===== src/bkpe_ram.sv =====
// Generic single-port-write, single-port-read RAM with registered read.
`timescale 1ns / 1ps
module bkpe_ram #(
  parameter int WIDTH = 8,
  parameter int DEPTH = 16
) (
  input  logic                     clk,
  input  logic                     we,
  input  logic [$clog2(DEPTH)-1:0] waddr,
  input  logic [WIDTH-1:0]         wdata,
  input  logic [$clog2(DEPTH)-1:0] raddr,
  output logic [WIDTH-1:0]         rdata
);
  logic [WIDTH-1:0] mem [DEPTH];

  always_ff @(posedge clk) begin
    if (we) begin
      mem[waddr] <= wdata;
    end
    rdata <= mem[raddr];
  end
endmodule


===== config.mk =====
export PLATFORM = sky130hd
export DESIGN_NAME = bkpe_ram
export DESIGN_NICKNAME = d
export VERILOG_FILES = /design/src/bkpe_ram.sv
export SDC_FILE = /design/constraint.sdc
export NUM_CORES = 1
export LEC_CHECK = 0
export BUFFER_PORTS_ARGS = -buffer_cell sky130_fd_sc_hd__buf_2
export CORE_MARGIN = 2
export CORE_UTILIZATION = 49
export DETAILED_ROUTE_END_ITERATION = 10
export GPL_ROUTABILITY_DRIVEN = 0
export HOLD_SLACK_MARGIN = 0.1
export PLACE_DENSITY = 0.66
export SETUP_SLACK_MARGIN = 0.3
export SLEW_MARGIN = 20
export SYNTH_ARGS = -nofsm -noshare
export SYNTH_HDL_FRONTEND = slang
export SYNTH_SLANG_ARGS = --single-unit

===== constraint.sdc =====
create_clock -name clk -period 2.9 [get_ports clk]
set_input_delay 0.145 -clock clk [delete_from_list [all_inputs] [get_ports clk]]
set_output_delay 0.145 -clock clk [all_outputs]
set_load 0.02 [all_outputs]

==> summary by stage, run 1 <==
Timing
Static timing analysis puts the maximum clock frequency at 0.597 GHz. The worst max-slew margin expressed relative to the limit is 34.2%. The final setup violation count is 0. The largest clock skew in the final design is 7.07 ps.

The period utilization is 57.8%. After layout, the worst setup slack is 1220 ps. Setup repair after global routing left no endpoint under its margin.

The number of hold violations in the final report is 0. The setup TNS is 0 ps. The final critical-path required period is 1680 ps. At the pin with the least slew margin, the transition time is 984 ps. The final-report max-slew violation count came to 0.

Floorplanning
The die is 106 µm tall. Once the floorplan was initialized, standard cells occupied 50.1% of the core. The core region is 10300 µm². The full die area is 11300 µm².

The floorplan die width is 106 µm. Pin placement for this block handled 26 I/O pins. The placement row count is 37.

Detailed routing
The number of detailed-routing iterations run before antenna repair is 4. The via count normalized by instance count is 5.57. The final routed wirelength across all metal layers is 9.62 mm. The final routed wire length divided by cell count is 22.3 µm. The DRC violation count after routing is 0.

The routed via count is 2407. The final antenna-violating net count is 0. The detailed router finished its first iteration with 117 violations.

Setup path
STA classifies the critical path endpoint as a flop. STA classifies the critical path startpoint as a primary input. Of all nets on the critical path, the largest fanout is 8. Data on the critical path is required at its endpoint by 3040 ps. The category of the most critical setup path is primary input to flop.

Data arrives at the worst endpoint at 1810 ps.

Place
The total half-perimeter wirelength after legalization and detailed placement is 6.09 mm. Buffers placed on the I/O ports in this run total 25. Prior to clock tree synthesis, the placed netlist has a worst setup slack of 864 ps. In this run, placement finished with an instance count of 389.

Clocking
The deepest clock path buffer count is 2. Buffers inserted to repair hold after CTS numbered 11. The later pin in the worst-skew pair is clocked with a latency of 520 ps. TritonCTS built the clock tree. Counting every sink on the clock net gives 136. The clock-pin slew on the worst setup and hold paths is 60 ps. Gates resized during post-CTS repair numbered 0. The buffers inserted during post-CTS setup optimization is 0. The clock buffer count from CTS is 17. The H-tree level count is 4. In this run the clock root is driven by a sky130_fd_sc_hd__clkbuf_8.

Yosys
Yosys instantiated no cell more often than sky130_fd_sc_hd__edfxtp_1. During synthesis, Yosys emitted a total of 0 warnings. Sequential cells were found to cover 77.8% of the synthesized design area. The async set or reset register ratio after synthesis is 0%. Counting flops with a built-in enable in the synthesized netlist gives 128. The predominant post-synthesis flop cell is sky130_fd_sc_hd__edfxtp_1. The gate count of the mapped netlist is 229. By count the netlist is led by sky130_fd_sc_hd__edfxtp_1, sky130_fd_sc_hd__mux4_2, sky130_fd_sc_hd__a22oi_1, sky130_fd_sc_hd__mux4_1, sky130_fd_sc_hd__nor2_1. The total nets after synthesis is 247.

Synthesis inferred 136 register bits. Averaged over all synthesized cells, the footprint is 22.5 µm². The cell area after synthesis is 5150 µm². The top cell type by area accounts for 74.7% of the synthesized area. In the post-synthesis netlist, the biggest area contributors are sky130_fd_sc_hd__edfxtp_1, sky130_fd_sc_hd__mux4_2, sky130_fd_sc_hd__mux4_1. The library cell occupying the most area in the post-synthesis netlist is sky130_fd_sc_hd__edfxtp_1.

The number of different library cells used by synthesis comes to 19.

Finish
From synthesis to final layout, the design area changed by 20.2%. 0 antenna diodes ended up in the layout. Summing all multi-input logic gate instances after layout gives 1060 µm².

The layout net count is 301. The filler cell count is 754. The sequential cells in the finished layout cover a total of 4000 µm². The final instance count without filler cells is 432.

In the final layout, the share of cells above drive strength 1 is 28.7%. For this run, the share of the core covered by cells in the final layout is 60.2%.

Power and ir drop
The clock network burns 48.8% of the power. Sequential cells burn 46.6% of the power. Cell internal power was estimated by the tool at 3840 µW. The power after layout is 4740 µW.

The share of total power dissipated in combinational logic is 4.5%. Summed over all cells, the static leakage comes to 0.00210 µW. For this design the ratio of total power to cell area is 767 nW/µm². The reported net switching power is 908 µW. Of the total power, the share spent switching nets is 19.1%. The highest ir drop seen on vdd is 0.000438 V.

Global route
The initial antenna violation count is 0. The first global-routing pass estimated 15.0 mm of wire. The remaining global-route overflow is 0. Global routing used 19.2% of the available tracks. The via count of the first global-routing pass is 2568. The pin count of the biggest net entering global routing is 33.

Hold path
In this run the worst hold path is classified as primary input to flop.

Job
The max-capacitance violation count is 0.

Outcome
The flow ran to the end, and the final reports show no timing, DRC or antenna violations.
flip-flops by register name, summed over array words and instances (netlist names):
register  count
mem         128
rdata         8
metal layers:
| layer | up-vias | GRT usage [%] | part of all wire (%) | wire (µm) |
|---|---|---|---|---|
| met4 | 0 | 7.61 | 1.4 | 136 |
| met3 | 16 | 5.21 | 5.3 | 507 |
| met2 | 74 | 29.3 | 50 | 4790 |
| met5 | - | 0 | 0 | 0 |
| li1 | 1080 | - | - | - |
| met1 | 1237 | 26.7 | 43 | 4180 |
per-stage QoR:
stage / area [µm²] / hold WS (ps)
final: 6190 / 151
after floorplan: 5150 / 244
after detailed placement: 5420 / 533
after global placement: 5420 / 529
after CTS: 6190 / 129
after global routing: 6190 / 152
power groups by stage:
stage          registers [µW]  clock network [µW]  logic [µW]
5_1_grt                  2220                2440         236
3_5_place_dp             2250                   0         209
6_report                 2210                2320         215
2_1_floorplan            2260                   0         112
4_1_cts                  2210                2350         221
3_3_place_gp             2250                   0         204
path summary, 6_finish.rpt:
kind | endpoint | from | slack [ps] | cells after the start
max | mem[5][3] | waddr[1] | 1220 | 4
min reg2reg | rdata[3] | mem[4][3] | 670 | 3
max reg2reg | rdata[0] | mem[3][0] | 1540 | 3
min | mem[2][0] | waddr[2] | 150 | 3
critical path, cell delays in order:
cell and delay [ps]:
sky130_fd_sc_hd__dlygate4sd3_1 530, sky130_fd_sc_hd__buf_2 160, sky130_fd_sc_hd__nand2b_1 200, sky130_fd_sc_hd__nor2_1 760
logic make-up after synthesis:
logic type	after synthesis	share of synthesized area (%)
flops	136	77.8
mux	32	15.0
buf+inv	10	1.68
simple gates	35	3.18
compound gates	16	2.33
cell type report:
cell class,count,area share (%)
clock buffer,20,7.36
clock inverter,12,3.18
sequential,136,64.7
tap,136,2.75
multi-input combinational,83,17.1
timing repair buffer,45,4.89
placed cells by master, fill, tap and decap left out:
cell type / count
sky130_fd_sc_hd__nor3_1: 4
sky130_fd_sc_hd__and2_1: 1
sky130_fd_sc_hd__nand2b_1: 2
sky130_fd_sc_hd__clkbuf_8: 4
sky130_fd_sc_hd__buf_2: 25
sky130_fd_sc_hd__mux4_2: 18
sky130_fd_sc_hd__nand2_1: 9
sky130_fd_sc_hd__bufinv_16: 5
sky130_fd_sc_hd__dlygate4sd3_1: 11
sky130_fd_sc_hd__mux4_1: 14
sky130_fd_sc_hd__clkinv_2: 3
sky130_fd_sc_hd__nor2b_1: 1
sky130_fd_sc_hd__nor2_1: 13
sky130_fd_sc_hd__buf_4: 9
sky130_fd_sc_hd__clkinvlp_4: 3
sky130_fd_sc_hd__or3b_2: 1
sky130_fd_sc_hd__nand3_1: 1
sky130_fd_sc_hd__dfxtp_1: 8
sky130_fd_sc_hd__and2b_1: 1
sky130_fd_sc_hd__clkbuf_16: 16
sky130_fd_sc_hd__a22oi_1: 16
sky130_fd_sc_hd__clkinv_4: 1
sky130_fd_sc_hd__edfxtp_1: 128
sky130_fd_sc_hd__nand3b_1: 2
Power figures use the tool's default switching activity.
==> run 2: changes to the inputs <==
- PLACE_DENSITY: 0.66 -> 0.69
- clock period: 2.9 -> 1.5 ns (I/O delays scaled with it)
==> summary by stage, run 2 (same netlist as run 1, synthesis figures left out) <==
Clocking
The deepest clock path buffer count came to 2 (unchanged). The clock buffer count from CTS was 17 (unchanged). The clock-pin slew on the worst setup and hold paths is 60 ps (about the same). In this run the clock root is driven by a sky130_fd_sc_hd__clkbuf_8. The clock latency on the worst-skew pair was 510 ps (about the same).

The H-tree level count was 4 (unchanged). The TritonCTS clock tree is built. The clock sink total was 136 (unchanged).

The buffers inserted during post-CTS setup optimization was 0 (unchanged).

Finish
The area of the multi-input gates is 1090 µm² (+2.8%). The share of final-layout standard cells stronger than drive strength 1 is 38.3% (+9.6 points). In the final layout, the registers with the most flip-flops are mem (128), rdata (8).

The area taken by flip-flops and latches is 4000 µm² (unchanged). The most common cell after layout, fill and taps aside is sky130_fd_sc_hd__edfxtp_1. The final instance count without filler cells was 449 (+3.9%). The number of flip-flops in the largest register is 128 (unchanged). The antenna diode count was 0 (unchanged).

mem holds more flip-flops than any other register. The layout net count is 318 (+5.6%). The top cell types in the final layout, fill and taps aside, are sky130_fd_sc_hd__edfxtp_1, sky130_fd_sc_hd__mux4_2, sky130_fd_sc_hd__buf_2, sky130_fd_sc_hd__buf_4, sky130_fd_sc_hd__clkbuf_16.

Compared with the post-synthesis result, the final layout area differs by 23.9%. The filler cell count is 729 (-3.3%).

Global route
The global-route wire length before repair is 15.4 mm (+2.7%). The remaining global-route overflow is 0 (unchanged). The via count of the first global-routing pass is 2643 (+2.9%). The initial antenna violation count is 0 (unchanged). The global-route usage over all layers came to 19.3% (+0.055 points). The pin count of the biggest net entering global routing is 18 (-45%).

Setup path
Traced cell by cell, the critical path runs through mux4_2 > a22oi_2 > nand2_1. The delay contributed by the slowest stage of the critical path came to 490 ps (-270 ps). The slowest cell on the critical path is sky130_fd_sc_hd__mux4_2. The worst reg2reg path depth was 3 (unchanged). The reg2reg setup slack is 180 ps (-1360 ps). The critical path data required time was 1880 ps (-1160 ps). The data arrival at the endpoint of the critical path came to 1690 ps (-120 ps).

The peak fanout along the critical path is 1 (-7). The endpoint of the most critical register-to-register path is rdata[6]. The element type at the critical path end is a flop.

The launch point of the worst reg-to-reg path is mem[3][6]. The critical path startpoint category is a flop. The most critical setup path has its startpoint at mem[3][6]. Grouping stages by cell kind, the critical path spends the most delay in multiplexers. The category of the most critical setup path is flop to flop. The number of buffer and inverter stages on the critical path was 0 (-2).

Floorplanning
The floorplan die width is 106 µm (unchanged). The number of top-level design ports is 26 (unchanged). The starting density of the core was 50.1% (unchanged). The full die area was 11300 µm² (unchanged).

The total core area is 10300 µm² (unchanged). The placement row count is 37 (unchanged). The height of the die was 106 µm (unchanged).

Power and ir drop
The power density over cell area is 1430 nW/µm² (+86%). The highest ir drop seen on vdd is 0.000797 V (+82%). The static leakage was 0.00218 µW (+3.9%).

Timing
The worst max-slew margin expressed relative to the limit is 65.9% (+32 points). The actual transition at the worst max-transition pin is 512 ps (-472 ps). The largest clock skew in the final design is 7.03 ps (-0.0418 ps). The maximum achievable frequency is 0.760 GHz. The final setup violation count is 0 (unchanged). The worst path in the final design needs a cycle of 1320 ps, including I/O delays and setup. Dividing the final minimum period by the clock period gives 87.7%. The setup TNS is 0 ps (unchanged).

The number of hold violations in the final report is 0 (unchanged). The final-report max-slew violation count came to 0 (unchanged). The final setup slack of the worst path is 184 ps (-1040 ps).

Setup repair after global routing could not meet its margin everywhere.

Place
The total half-perimeter wirelength after legalization and detailed placement is 6.43 mm (+5.5%). The total instance count after detailed placement is 408 (+4.9%). The number of buffer cells added on primary ports is 25 (unchanged). The minimum setup slack after placement is 8.67 ps (-855 ps).

Detailed routing
The DRC violation count after routing is 0 (unchanged). The routed via count is 2495 (+3.7%). The number of detailed-routing iterations run before antenna repair is 4 (unchanged). The final routed wirelength across all metal layers is 10.0 mm (+4.0%). The final antenna-violating net count came to 0 (unchanged).

The first-iteration detailed-routing DRC count is 185 (+58%). The via count normalized by instance count is 5.56 (-0.27%). The final routed wire length divided by cell count is 22.3 µm (about the same).

Hold path
For hold timing, the worst endpoint is mem[0][5]. The worst hold path begins at waddr[0]. The type of the most critical hold path is primary input to flop. The cell depth of the worst min-delay path came to 3 (unchanged).

Outcome
The flow ran to the end, and the final reports show no timing, DRC or antenna violations.

Job
The max-capacitance violation count came to 0 (unchanged).
run 2: changes by cell type in the layout (fill, tap and decap cells not counted), moves of 3 or more:
cell / delta
sky130_fd_sc_hd__buf_4: +15
sky130_fd_sc_hd__mux4_1: -7
sky130_fd_sc_hd__mux4_2: +7
sky130_fd_sc_hd__a22oi_1: -5
sky130_fd_sc_hd__a22oi_2: +5
sky130_fd_sc_hd__buf_12: +5
sky130_fd_sc_hd__clkbuf_8: -3
sky130_fd_sc_hd__nor2_1: -3
sky130_fd_sc_hd__nor2_2: +3
sky130_fd_sc_hd__nor3_1: -3
run 2: layout make-up:
cell class | count | area share (%)
clock inverter | 13 | 3.20
clock buffer | 19 | 6.61
timing repair buffer | 62 | 7.69
tap | 136 | 2.67
sequential | 136 | 62.8
multi-input combinational | 83 | 17.0
run 2: worst max-delay path by stage:
stage               endpoint  slack, ps  depth (start not counted)
finish              rdata[6]        180                          3
global placement    rdata[7]          8                          6
CTS                 rdata[6]        180                          3
global route        rdata[6]        130                          3
detailed placement  rdata[2]          9                          6
floorplan           rdata[1]        290                          5
run 2: tightest hold or removal path, cell delays in order:
cell and delay (ps):
sky130_fd_sc_hd__buf_2 180, sky130_fd_sc_hd__nor3_4 70, sky130_fd_sc_hd__buf_12 140
run 2: stage by stage:
| stage | total power (µW) | cell area, µm² | util (%) | hold WS [ps] |
|---|---|---|---|---|
| 2_1_floorplan | 4600 | 5190 | - | 174 |
| 5_1_grt | 9380 | 6380 | 62.1 | 131 |
| 6_report | 9120 | 6380 | 62.1 | 126 |
| 3_3_place_gp | 4790 | 5660 | 55.1 | 461 |
| 3_5_place_dp | 4810 | 5660 | 55.1 | 468 |
| 4_1_cts | 9170 | 6380 | 62.1 | 112 |
run 2: timing repair:
action	CTS	global route
gates resized for setup	11	2
hold buffers	9	0
endpoints found under the setup margin	8	9
hold endpoints to repair	129	0
pin swaps	8	1
run 2: per-layer routing:
metal,vias to the layer above,track usage [%],part of all wire [%]
met1,1300,26.0,43
met3,9,4.90,4.4
met4,0,5.84,0.97
li1,1112,-,-
met5,-,0,0
met2,74,31.2,52
run 2: power by group:
part / internal [µW] / switching [µW]
Clock: 2860 / 1500
Combinational: 220 / 265
Sequential: 4250 / 27.4
Total: 7330 / 1790
