<file path="src/bkpe_pkg.sv">
// Shared types and constants for the bencode key path extractor.
`timescale 1ns / 1ps
package bkpe_pkg;
  localparam int STACK_DEPTH    = 256;
  localparam int MAX_PATH_BYTES = 16;
  localparam int SP_W           = $clog2(STACK_DEPTH + 1);
  localparam int ADDR_W         = $clog2(STACK_DEPTH);

  localparam logic [2:0] KIND_STR_BYTE  = 3'd0;
  localparam logic [2:0] KIND_STR_END   = 3'd1;
  localparam logic [2:0] KIND_INTEGER   = 3'd2;
  localparam logic [2:0] KIND_NOT_FOUND = 3'd3;
  localparam logic [2:0] KIND_ERROR     = 3'd4;

  localparam logic [1:0] REG_PATH_LOW  = 2'd0;
  localparam logic [1:0] REG_PATH_HIGH = 2'd1;
  localparam logic [1:0] REG_PATH_LEN  = 2'd2;
  localparam logic [1:0] REG_CAP_LIMIT = 2'd3;

  typedef struct packed {
    logic       is_dict;
    logic       extract;
    logic [4:0] offset;
    logic [4:0] seglen;
  } frame_t;

  localparam int FRAME_W = $bits(frame_t);

  typedef struct packed {
    logic [2:0]  kind;
    logic [7:0]  str_byte;
    logic [63:0] number;
  } result_t;
endpackage

</file>
<file path="src/bkpe_outq.sv">
// Result queue: takes up to two results per cycle, drives the output stream.
`timescale 1ns / 1ps
module bkpe_outq (
  input  logic                clk,
  input  logic                rst,
  input  logic [1:0]          wr_count,
  input  bkpe_pkg::result_t   wr0,
  input  bkpe_pkg::result_t   wr1,
  output logic                has_room,
  output logic                m_axis_tvalid,
  input  logic                m_axis_tready,
  output logic [71:0]         m_axis_tdata,  // string_byte, number_value
  output logic [2:0]          m_axis_tuser,  // kind
  output logic                m_axis_tlast
);
  bkpe_pkg::result_t q [4];
  logic [1:0] rp, wp;
  logic [2:0] cnt, cnt_next;
  logic       rd;

  assign rd            = m_axis_tvalid && m_axis_tready;
  assign m_axis_tvalid = (cnt != 3'd0);
  assign has_room      = (cnt <= 3'd2);
  assign m_axis_tdata  = {q[rp].number, q[rp].str_byte};
  assign m_axis_tuser  = q[rp].kind;
  assign m_axis_tlast  = (q[rp].kind != bkpe_pkg::KIND_STR_BYTE);

  always_comb begin
    cnt_next = cnt + {1'b0, wr_count} - {2'b0, rd};
  end

  always_ff @(posedge clk) begin
    if (rst) begin
      rp  <= 2'd0;
      wp  <= 2'd0;
      cnt <= 3'd0;
    end else begin
      if (wr_count != 2'd0) begin
        q[wp] <= wr0;
      end
      if (wr_count == 2'd2) begin
        q[wp + 2'd1] <= wr1;
      end
      wp  <= wp + wr_count;
      rp  <= rp + {1'b0, rd};
      cnt <= cnt_next;
    end
  end
endmodule

</file>
<file path="config.mk">
export PLATFORM = sky130hd
export DESIGN_NAME = bkpe_outq
export DESIGN_NICKNAME = d
export VERILOG_FILES = /design/src/bkpe_pkg.sv /design/src/bkpe_outq.sv
export SDC_FILE = /design/constraint.sdc
export NUM_CORES = 1
export LEC_CHECK = 0
export BUFFER_PORTS_ARGS = -buffer_cell sky130_fd_sc_hd__buf_2
export CORE_ASPECT_RATIO = 0.75
export CORE_UTILIZATION = 36
export CTS_CLUSTER_SIZE = 40
export DETAILED_ROUTE_END_ITERATION = 8
export PLACE_DENSITY = 0.62
export SLEW_MARGIN = 10
export SYNTH_ARGS = -nofsm -noshare
export SYNTH_HDL_FRONTEND = slang
export SYNTH_SLANG_ARGS = --single-unit
</file>
<file path="constraint.sdc">
create_clock -name clk -period 7.7 [get_ports clk]
set_input_delay 1.54 -clock clk [delete_from_list [all_inputs] [get_ports clk]]
set_output_delay 1.54 -clock clk [all_outputs]
set_load 0.02 [all_outputs]
</file>
==> results_dict.tcl, run 1 <==
set metrics [dict create \
    io_buffers 232 \
    drt-total-wl_um 35900 \
    max_clock_freq_mhz 228 \
    crit_type "reg -> out" \
    path_cells "buf_4 -> mux4_2 -> or3_1 -> buf_2" \
    postCtsHoldBufs 0 \
    wire_per_inst_um 22.5 \
    yosysUniqueCellTypes 32 \
    total_power_uw 4770 \
    first_pass_iters 4 \
    synth-seq-area-share 0.601 \
    initial_core_util 0.369 \
    r2r_cells 4 \
    grt_max_degree 52 \
    netlist_area_um2 15200 \
    cp_top_family "buffers and inverters" \
    num_io_pins 233 \
    slowest_stage "dfxtp_4" \
    overflow 0 \
    relSlewSlack 0.304 \
    fin_util 0.439 \
    clock-skew-final_ns 0.0173 \
    grt_pass1_vias 8556 \
    path_depth 4 \
    drtAntennaViolNets 0 \
    nNetsFinal 1168 \
    die_area_um2 43100 \
    tns_ns 0 \
    ys_ff_latch 307 \
    vias 8076 \
    core_um2 41200 \
    first_iter_violations 350 \
    hold_class "reg -> reg" \
    synth_cells 775 \
    cp-end-kind "output pin" \
    postCtsSetupBuffers 0 \
    ir_drop_mv 0.133 \
    syn_avg_cell_area_um2 19.6 \
    p_leak_uw 0.00659 \
    grt_pass1_wl_um 53400 \
    worst-endpoint-arrival_ns 2.86 \
    cts_buffers 34 \
    hold_viol 0 \
    worst_path_largest_cell_delay_ns 0.65 \
    final_min_period_over_clock_period 0.571 \
    cp.required_ns 6.16 \
    cp_max_fo 25 \
    die_x_um 239 \
    clkSlewWorstSetupHoldPaths_ns 0.06 \
    cts.sinks 307 \
    rsz0062_at_grt "false" \
    die_h_um 180 \
    drive_gt1_frac 0.660 \
    drv_slew 0 \
    fin_crit_ns 4.40 \
    row_count 64 \
    worstReg2RegStart "wp[1]" \
    cap_violations 0 \
    status "finished clean" \
    syn_nets 934 \
    cts.repair.resized 0 \
    timing.hold.ws_ns 0.587 \
    cp-start-kind "flop" \
    rrSetupSlack_ns 4.81 \
    cts_buffer_depth 3 \
    routabilityCongestion 0.749 \
    r2r_end "q[0][4]" \
    fillers 3630 \
    min_to "cnt[2]" \
    synthToLayoutAreaGrowth_pct 19.0 \
    via_per_inst 5.05 \
    cts_tree "built" \
    drc_errors 0 \
    clk_latency_ns 0.52 \
    grt_use_total 0.166 \
    cts_max_level 2 \
    hold_start "cnt[2]" \
    hold_depth 2 \
    setup_viol 0 \
    power_density_nw_per_um2 263 \
    worstMarginPinSlew_ns 1.04 \
    grt_antenna_before_repair 12 \
    yosysWarnings 0 \
    hpwlAfterDp_um 21700 \
    cts-root-buf "clkbuf_16" \
    path_buf_inv 2 \
]
-- worst reg2reg max path: cells and delay by family, from the launching register on --
kind	cells	cell delay, ns
buf+inv	1	0.77
flops	1	0.51
compound gates	1	0.26
simple gates	2	0.94
-- metrics by stage --
stage	setup slack [ns]	instance area, um^2	instances
after floorplan	-0.183	15200	775
after global placement	3.44	16900	1534
after detailed placement	3.42	16900	1534
after CTS	3.17	18100	1594
after global routing	3.07	18100	1595
final	3.30	18100	1598
-- Yosys cell counts, drive strengths merged --
master  count  share of area
a211oi      2        0.00099
mux2      300           0.25
clkbuf     11         0.0027
mux2i       1        0.00066
ha          3         0.0025
o311ai      1        0.00058
xnor2       4         0.0023
dfxtp       7         0.0092
nor3        1        0.00033
nor2b       2        0.00082
nand2       2        0.00049
or4         1        0.00074
edfxtp    300           0.59
xor2        2         0.0012
nand3b      1        0.00049
o31ai       1        0.00049
nor2        7         0.0017
or4b        1        0.00090
nand2b      1        0.00058
or3         2        0.00082
nor4        1        0.00041
inv         4        0.00099
buf        39          0.018
mux4       75           0.11
or2         1        0.00041
a21oi       2        0.00066
o22a        1        0.00058
fa          1         0.0013
o21bai      1        0.00049
-- flip-flops by register name (all words and copies together) (netlist names) --
register / cells
q: 300
cnt: 3
rp: 2
wp: 2
-- area by class of cell --
| cell class | count | area, um^2 | share of cell area |
|---|---|---|---|
| repair buffers | 248 | 1280 | 0.0708 |
| clock inverters | 11 | 154 | 0.00850 |
| clock buffers | 49 | 991 | 0.0547 |
| flip-flops and latches | 307 | 9160 | 0.506 |
| multi-input cells | 414 | 5790 | 0.320 |
| inverters | 4 | 15.0 | 0.000829 |
| diodes | 4 | 10.0 | 0.000553 |
| well taps | 561 | 702 | 0.0388 |
-- routing by layer --
layer	global-route usage	wire length (um)	vias up
li1	-	-	3663
met1	0.214	15400	4152
met2	0.277	17500	183
met3	0.0460	2230	62
met4	0.0392	641	16
met5	0	112	-
-- logic make-up (layout without fill, tap and decap cells) --
family                     Yosys count  in the layout  synth area share
xor gates and xnor gates             6              6           0.00345
and+or+nand+nor                     20             20           0.00773
DFF                                307            307             0.601
adders and majority gates            4              4           0.00378
buffers and inverters               54            312            0.0215
muxes                              376            376             0.358
other                                0              4                 0
AOI/OAI and AO/OA                    8              8           0.00378
-- worst max-delay path by stage --
stage / startpoint / end
2_1_floorplan: rst / q[1][0]
3_3_place_gp: wr_count[0] / q[0][3]
3_5_place_dp: wr_count[0] / q[0][10]
4_1_cts: rp[0] / m_axis_tlast
5_1_grt: rp[0] / m_axis_tlast
6_report: rp[0] / m_axis_tlast
-- where the power goes --
group	total (uW)	internal [uW]	switching, uW
Clock	1680	1030	650
Combinational	1060	488	568
Sequential	2030	1960	74.9
-- cell usage in the layout, fill, tap and decap left out, types with 2 or more instances in the layout --
master	synthesis	layout
nor2_1	7	6
inv_1	3	3
dfxtp_4	0	2
nor2b_1	2	2
clkinv_2	0	2
clkinv_1	0	4
dfxtp_1	7	5
mux4_2	75	75
mux2_4	100	100
diode_2	0	4
ha_1	3	3
xnor2_1	4	4
xor2_1	2	2
buf_2	27	232
clkbuf_1	11	10
edfxtp_1	300	300
mux2_2	200	200
clkbuf_8	0	2
nand2_1	2	2
buf_4	0	16
bufinv_16	0	4
or3_1	2	2
clkbuf_16	0	37
a211oi_4	0	2
No activity file was read; power rests on OpenSTA's default activity.
==> run 2: changes to the inputs <==
--- a/config.mk
+++ b/config.mk
@@ -5,12 +5,13 @@
 export SDC_FILE = /design/constraint.sdc
 export NUM_CORES = 1
 export LEC_CHECK = 0
+export ABC_AREA = 1
 export BUFFER_PORTS_ARGS = -buffer_cell sky130_fd_sc_hd__buf_2
 export CORE_ASPECT_RATIO = 0.75
 export CORE_UTILIZATION = 36
 export CTS_CLUSTER_SIZE = 40
 export DETAILED_ROUTE_END_ITERATION = 8
-export PLACE_DENSITY = 0.62
+export PLACE_DENSITY = 0.6
 export SLEW_MARGIN = 10
 export SYNTH_ARGS = -nofsm -noshare
 export SYNTH_HDL_FRONTEND = slang
==> constraint.sdc (replaced) <==
create_clock -name clk -period 4.5 [get_ports clk]
set_input_delay 0.9 -clock clk [delete_from_list [all_inputs] [get_ports clk]]
set_output_delay 0.9 -clock clk [all_outputs]
set_load 0.02 [all_outputs]
==> results_dict.tcl, run 2 <==
set metrics [dict create \
    cp.required_ns 3.60 \
    hold_viol 0 \
    worst-endpoint-arrival_ns 2.42 \
    muxShareOfSynthArea 0 \
    worstReg2RegStart "wp[1]" \
    postCtsSetupBuffers 0 \
    cts.sinks 307 \
    rsz0062_at_grt "false" \
    clock-skew-final_ns 0.00990 \
    largest_reg_flops 300 \
    worst_slack_ns 1.18 \
    synth_top_family_by_area "compound AO/OA/AOI/OAI gates" \
    crit_type "reg -> out" \
    first_pass_iters 5 \
    layout.area.seq_um2 9150 \
    via_per_inst 5.15 \
    r2r_cells 3 \
    core_um2 39900 \
    ys.flop_type "edfxtp_1" \
    r2r_end "q[3][12]" \
    netlist_area_um2 14700 \
    ys_ff_latch 307 \
    grt_use_total 0.186 \
    cp-startpoint "rp[1]" \
    postCtsHoldBufs 0 \
    setup_viol 0 \
    final_min_period_over_clock_period 0.738 \
    wire_per_inst_um 17.5 \
    cts_buffer_depth 3 \
    synth_async_sr_flop_share 0 \
    drt-total-wl_um 39600 \
    first_iter_violations 791 \
    dp_slack_ns 1.66 \
    rrSetupSlack_ns 2.37 \
    mostFrequentLayoutCells "445 x o21ai_0, 324 x nand2_1, 300 x edfxtp_1" \
    max_clock_freq_mhz 301 \
    routabilityCongestion 0.757 \
    relSlewSlack 0.418 \
    drv_slew 0 \
    cts-root-buf "clkbuf_16" \
    worstSetupEndpoint "m_axis_tdata[55]" \
    synth_compound_area_frac 0.186 \
    syn_avg_cell_area_um2 9.54 \
    drive_gt1_frac 0.178 \
    grt_antenna_before_repair 5 \
    io_buffers 232 \
    top_register "q" \
    row_count 63 \
    drtAntennaViolNets 0 \
    initial_core_util 0.368 \
    syn_nets 1699 \
    yosysUniqueCellTypes 22 \
    status "finished clean" \
    fin_crit_ns 3.32 \
    num_io_pins 233 \
    clkSlewWorstSetupHoldPaths_ns 0.06 \
    power_density_nw_per_um2 455 \
    cts_buffers 34 \
    hold_class "in -> reg" \
    drc_errors 0 \
    netlist.area_leader.share 0.613 \
    cts_tree "built" \
    worstMarginPinSlew_ns 0.873 \
    final_common_cell "o21ai_0" \
    synth_cells 1540 \
    clk_latency_ns 0.52 \
    cp_max_fo 22 \
    cap_violations 0 \
    synth_top_area_cell "edfxtp_1" \
    yosysWarnings 0 \
    cp-start-kind "flop" \
    synth_most_common_cell "o21ai_0" \
    nNetsFinal 1876 \
    grt_max_degree 151 \
    grt_pass1_vias 10800 \
    die_area_um2 41600 \
    cts.repair.resized 0 \
    synth-xor-area-share 0.00179 \
    timing.hold.ws_ns 0.637 \
    die_h_um 177 \
    die_x_um 235 \
    ir_drop_mv 0.195 \
    synthAdderAreaFrac 0.00392 \
    synthToLayoutAreaGrowth_pct 18.1 \
    cp-end-kind "output pin" \
    synth-seq-area-share 0.623 \
    hpwlAfterDp_um 22900 \
    p_leak_uw 0.00717 \
    fillers 3796 \
    synth_simple_gate_area_frac 0.128 \
    overflow 0 \
    cts_max_level 2 \
    synth_edf_count 300 \
    multi_input_area_um2 4770 \
    yosys-top-cells-count "446 x o21ai_0, 328 x nand2_1, 300 x edfxtp_1" \
    grt_pass1_wl_um 60200 \
    top_regs "q: 300 flops, cnt: 3 flops" \
    synth_area_leaders "edfxtp_1 61%, o21ai_0 15%, nand2_1 8.4%" \
    vias 11700 \
]
-- run 2: power breakdown --
part,internal [uW],leakage (uW),switching [uW]
logic,558,0.00386,1330
registers,3350,0.00282,55.7
clock network,1460,0.000487,1140
total,5370,0.00717,2530
-- run 2: routing by layer --
layer  routed length, um  global-route usage
met2               18400               0.306
met4                 611              0.0463
met3                2950              0.0398
met5                  37                   0
met1               17600               0.249
-- run 2: how the worst min path moves through the flow --
stage | start | endpoint | cells past startpoint
global placement | cnt[2] | cnt[2] | 3
floorplan | cnt[2] | cnt[2] | 3
detailed placement | wp[1] | wp[1] | 2
global route | rst | cnt[2] | 2
finish | rst | cnt[1] | 2
CTS | rst | cnt[1] | 2
-- run 2: kinds of logic after synthesis --
| logic type | after synthesis |
|---|---|
| compound gates | 525 |
| simple gates | 494 |
| flops | 307 |
| buf+inv | 207 |
| fa+ha+maj | 4 |
| xor+xnor | 3 |
-- run 2: per-stage QoR --
stage / power, uW / utilization / std cells / cell area, um^2 / TNS [ns]
2_1_floorplan: 4660 / - / 1540 / 14700 / -121.43
3_3_place_gp: 5350 / 0.409 / 2201 / 16300 / 0
3_5_place_dp: 5380 / 0.409 / 2201 / 16300 / 0
4_1_cts: 7970 / 0.435 / 2262 / 17300 / 0
5_1_grt: 8270 / 0.435 / 2263 / 17300 / 0
6_report: 7900 / 0.435 / 2263 / 17300 / 0
-- run 2: final cells by class --
cell class / instances / share of cell area
antenna: 1 / 0.000144
clock buffer: 44 / 0.0512
clock inverter: 17 / 0.00736
inverter: 93 / 0.0203
multi-input combinational: 1026 / 0.275
sequential: 307 / 0.528
tap: 520 / 0.0375
timing repair buffer: 255 / 0.0805
-- run 2: worst max-delay path, cell delays in order, from the launching register on --
cell	delay (ns)
dfxtp_2	0.45
inv_2	0.40
buf_4	0.32
o21ai_0	0.13
o22ai_1	0.34
buf_2	0.24
